### src/cs_pkg.sv
package cs_pkg;

	// Accumulator width, fixed by the Q2.30 sums
	localparam int ACC_W = 48;
	// Bit counter wide enough for the 48 multiplier steps
	localparam int CNT_W = 6;
	// Root search covers result bits 14 down to 0
	localparam int KBITS = 15;
	localparam int K_W   = 16;
	localparam int WIDE_W = 128;

	localparam logic [K_W-1:0] SIM_MAX = 16'h7FFF;

	typedef struct packed {
		logic             acc_en;     // add one element pair
		logic             latch;      // copy sums to operands, clear sums
		logic             mul_step;   // one shift-add step of both products
		logic             root_first; // test for a full-scale result
		logic             root_step;  // try one result bit
		logic             emit;       // load the result register
		logic [CNT_W-1:0] bit_idx;
	} cmd_t;

endpackage

### src/cs_ctrl.sv
module cs_ctrl (
	input  logic        clk,
	input  logic        arst_n,
	input  logic        start,
	input  logic        final_elem,
	output logic        busy,
	output logic        valid,
	output cs_pkg::cmd_t cmd
);
	import cs_pkg::*;

	typedef enum logic [2:0] {
		ST_IDLE, ST_LATCH, ST_MUL, ST_ROOT0, ST_ROOT, ST_EMIT
	} state_t;

	state_t           state_q;
	logic [CNT_W-1:0] cnt_q;
	logic             valid_q;

	always_ff @(posedge clk or negedge arst_n) begin
		if (!arst_n) begin
			state_q <= ST_IDLE;
			cnt_q   <= '0;
			valid_q <= 1'b0;
		end else begin
			valid_q <= 1'b0;
			unique case (state_q)
				ST_IDLE: begin
					if (start && final_elem) state_q <= ST_LATCH;
				end
				ST_LATCH: begin
					state_q <= ST_MUL;
					cnt_q   <= CNT_W'(ACC_W - 1);
				end
				ST_MUL: begin
					if (cnt_q == '0) state_q <= ST_ROOT0;
					else cnt_q <= cnt_q - 1'b1;
				end
				ST_ROOT0: begin
					state_q <= ST_ROOT;
					cnt_q   <= CNT_W'(KBITS - 1);
				end
				ST_ROOT: begin
					if (cnt_q == '0) state_q <= ST_EMIT;
					else cnt_q <= cnt_q - 1'b1;
				end
				ST_EMIT: begin
					state_q <= ST_IDLE;
					valid_q <= 1'b1;
				end
				default: state_q <= ST_IDLE;
			endcase
		end
	end

	assign busy  = (state_q != ST_IDLE);
	assign valid = valid_q;

	always_comb begin
		cmd            = '0;
		cmd.bit_idx    = cnt_q;
		cmd.acc_en     = start && (state_q == ST_IDLE);
		cmd.latch      = (state_q == ST_LATCH);
		cmd.mul_step   = (state_q == ST_MUL);
		cmd.root_first = (state_q == ST_ROOT0);
		cmd.root_step  = (state_q == ST_ROOT);
		cmd.emit       = (state_q == ST_EMIT);
	end

endmodule

### config.mk
export PLATFORM = sky130hd
export DESIGN_NAME = cs_ctrl
export DESIGN_NICKNAME = d
export VERILOG_FILES = /design/src/cs_pkg.sv /design/src/cs_ctrl.sv
export SDC_FILE = /design/constraint.sdc
export NUM_CORES = 1
export LEC_CHECK = 0
export BUFFER_PORTS_ARGS = -buffer_cell sky130_fd_sc_hd__clkbuf_2
export CORE_MARGIN = 2
export CORE_UTILIZATION = 51
export DETAILED_ROUTE_END_ITERATION = 10
export GPL_TIMING_DRIVEN = 0
export PLACE_DENSITY = 0.74
export SLEW_MARGIN = 20
export SYNTH_ARGS = -nofsm -noshare
export SYNTH_HDL_FRONTEND = slang
export SYNTH_SLANG_ARGS = --single-unit
export TNS_END_PERCENT = 50
### constraint.sdc
create_clock -name clk -period 2.15 [get_ports clk]
set_clock_uncertainty 0.2 [all_clocks]
set_input_delay 0.3225 -clock clk [delete_from_list [all_inputs] [get_ports clk]]
set_output_delay 0.3225 -clock clk [all_outputs]
set_load 0.02 [all_outputs]
==> summary.md <==
| Metric | Value |
|---|---|
| Pleak | 0.410 nW |
| Crit path arrival time | 2080 ps |
| Worst EP required | 2130 ps |
| Initial cell density of the core | 55.7% |
| Crit Path Class | reg2reg |
| Worst-case clock buffer depth | 2 |
| Cell taking the most area after synthesis | dfrtp_1 |
| Post-synthesis register bit count | 10 |
| Slew of the pin with the lowest slew margin | 350 ps |
| Synth top cells by count | 10 x dfrtp_1, 9 x nand2_1, 9 x nor2_1 |
| H-Tree Depth | 1 |
| Critical path peak fanout | 8 |
| Remaining antenna violation count | 0 |
| CTS Buf Count | 3 |
| FP Rows | 13 |
| Routability cong. | 0.880 |
| WL/cell | 13.8 um |
| Fin. max-slew vios | 0 |
| Remaining Overflow, GRT | 0 |
| Run status | complete, no violations |
| Post-synth EDFFs | 0 |
| Top cells by area, synth | dfrtp_1 34%, clkbuf_8 5.6%, nand2_1 4.6% |
| CTS tree | yes |
| Final WL | 1.65 mm |
| Full die area | 0.00176 mm2 |
| Avg Inst Size Synth | 8.73 um2 |
| DP Worst Slack | -64.3 ps |
| Critical Path Sink Type | flip-flop |
| Hold Path Class | in2reg |
| Crit start category | flip-flop |
| First-pass GRT wire length | 2.88 mm |
| Later-pin clock latency in the skew report | 270 ps |
| Power per cell area | 1450 mW/mm2 |
| FILL cells | 117 |
| Most frequent cell after synthesis | dfrtp_1 |
| Synth-to-Final Area Change | 20.5% |
| DR DRC count | 0 |
| Synth unique cells | 37 |
| FMAX | 0.477 GHz |
| DR vias/cell | 5.92 |
| Initial antenna violation count | 0 |
| Top FF cell, synth | dfrtp_1 |
| Largest net degree at the start of global routing | 11 |
| Port Buffers | 17 |
| Final Cycle Share | 97.4% |
| Final min period | 2090 ps |
| Inserted Diodes | 0 |
| Layout cells sized above 1 | 32.4% |
| Cell area after layout | 883 um2 |
| Maximum vdd drop | 0.000921 V |
| Synth Instances | 84 |
| Number of max-cap violations | 0 |
| Post-layout nets | 113 |
| Initial DRC Count | 9 |
| Syn_nets | 90 |
| Vias in the first global route | 613 |
| Power, Total | 1.28 mW |
| CTS root buffer | clkbuf_4 |
| # IOs | 18 |
| Core footprint | 0.00132 mm2 |
| Final Hold Fails | 0 |
| Global Route Usage Sum | 21.5% |
| Synth warn | 0 |
| Sequential element share of the synthesized area | 34.1% |
| Top cell type's share of synthesized area | 34.1% |
| Synthesized cell area | 733 um2 |
| Fin Setup TNS | 0 ps |
| DP Cell Count | 116 |
| Slew HR | 76.1% |
| Non-Filler Instances | 120 |
| Post-synth ARST share | 100% |
| DPL Wire Length | 1.20 mm |
| Final setup violation count | 0 |
| Die X | 41.9 um |
| Chip height | 41.9 um |
| Clock sink total | 10 |
| RSZ-0062 raised after global routing | yes |
| Setup ws final | 55.4 ps |
| Clk slew on worst S/H paths | 60 ps |
| Area after DPL | 837 um2 |
| Vias | 710 |
| Postcts setup bufs | 0 |
| DRT Pass-1 Iters | 4 |
## metal layers
layer | global-route usage, % | vias up | part of all wire (%)
met5 | 0 | - | 0
met4 | 9.68 | 0 | 2.3
met3 | 3.04 | 5 | 6.9
met2 | 30.3 | 30 | 45
met1 | 32.0 | 322 | 45
li1 | - | 353 | -
## worst paths after layout
check | startpoint | to | slack (ps) | cells past startpoint
max in group asynchronous | arst_n | state_q[2]$_DFFE_PN0P_ | 1290 | 2
min | final_elem | state_q[0]$_DFFE_PN0P_ | 200 | 4
max reg2reg | cnt_q[0]$_DFFE_PN0P_ | cnt_q[0]$_DFFE_PN0P_ | 60 | 7
max | cnt_q[0]$_DFFE_PN0P_ | cnt_q[0]$_DFFE_PN0P_ | 60 | 7
min reg2reg | cnt_q[2]$_DFFE_PN0P_ | cnt_q[2]$_DFFE_PN0P_ | 450 | 2
min in group asynchronous | arst_n | valid$_DFF_PN0_ | 260 | 2
## layout make-up
type,instances,area [um2],area share (%)
Sequential cell,10,250,28.3
Timing Repair Buffer,18,95.1,10.8
Multi-Input combinational cell,64,424,48.0
Tap cell,15,18.8,2.12
Inverter,5,18.8,2.12
Clock buffer,3,22.5,2.55
Buffer,5,53.8,6.09
## sequential cells by signal, indices dropped and copies added (netlist names)
| register | count |
|---|---|
| valid | 1 |
| state_q | 3 |
| cnt_q | 6 |
## report_power, final
part | switching (mW) | total [mW] | internal, mW | leakage (nW)
logic | 0.454 | 0.777 | 0.323 | 0.277
clock network | 0.0631 | 0.128 | 0.0647 | 0.0138
registers | 0.111 | 0.374 | 0.263 | 0.119
total | 0.628 | 1.28 | 0.650 | 0.410
## worst max-delay path: stages, from the launching register on
cell and delay, ps:
dfrtp_1 380, clkbuf_4 170, inv_1 80, ha_1 190
or3b_2 490, nor3_2 240, a31oi_1 140, o211ai_1 110
## cells by family (layout without fill, tap and decap cells)
family	count (synthesis)	after routing	share of synthesized area [%]
compound gates	20	20	20.0
xor+xnor	2	2	2.39
fa+ha+maj	3	3	4.78
buf+inv	10	31	9.38
flops	10	10	34.1
simple gates	39	39	29.4
## stage by stage
step                utilization [%]  hold WS, ps
floorplan                         -         -173
global placement               63.5         6.56
detailed placement             63.5         9.90
CTS                            66.5          199
global route                   67.0          242
finish                         67.0          195
## cells in the final DEF (no fill, tap or decap), types with 3 or more instances in the layout
cell and n:
clkbuf_4 4, clkbuf_2 17, nand3_1 4, nand2_1 9, nor2_1 9, clkbuf_8 3
dfrtp_1 10, o21ai_0 3, nor3_1 3, a21oi_1 3, inv_1 5
## what timing repair did
| item | 4_1_cts | 5_1_grt |
|---|---|---|
| resized for setup | 2 | 4 |
| hold buffers | 1 | 0 |
| hold endpoints to repair | 10 | 0 |
| setup endpoints to repair | 4 | 5 |
| pin swaps | 0 | 0 |
No activity file was read; power rests on OpenSTA's default activity.
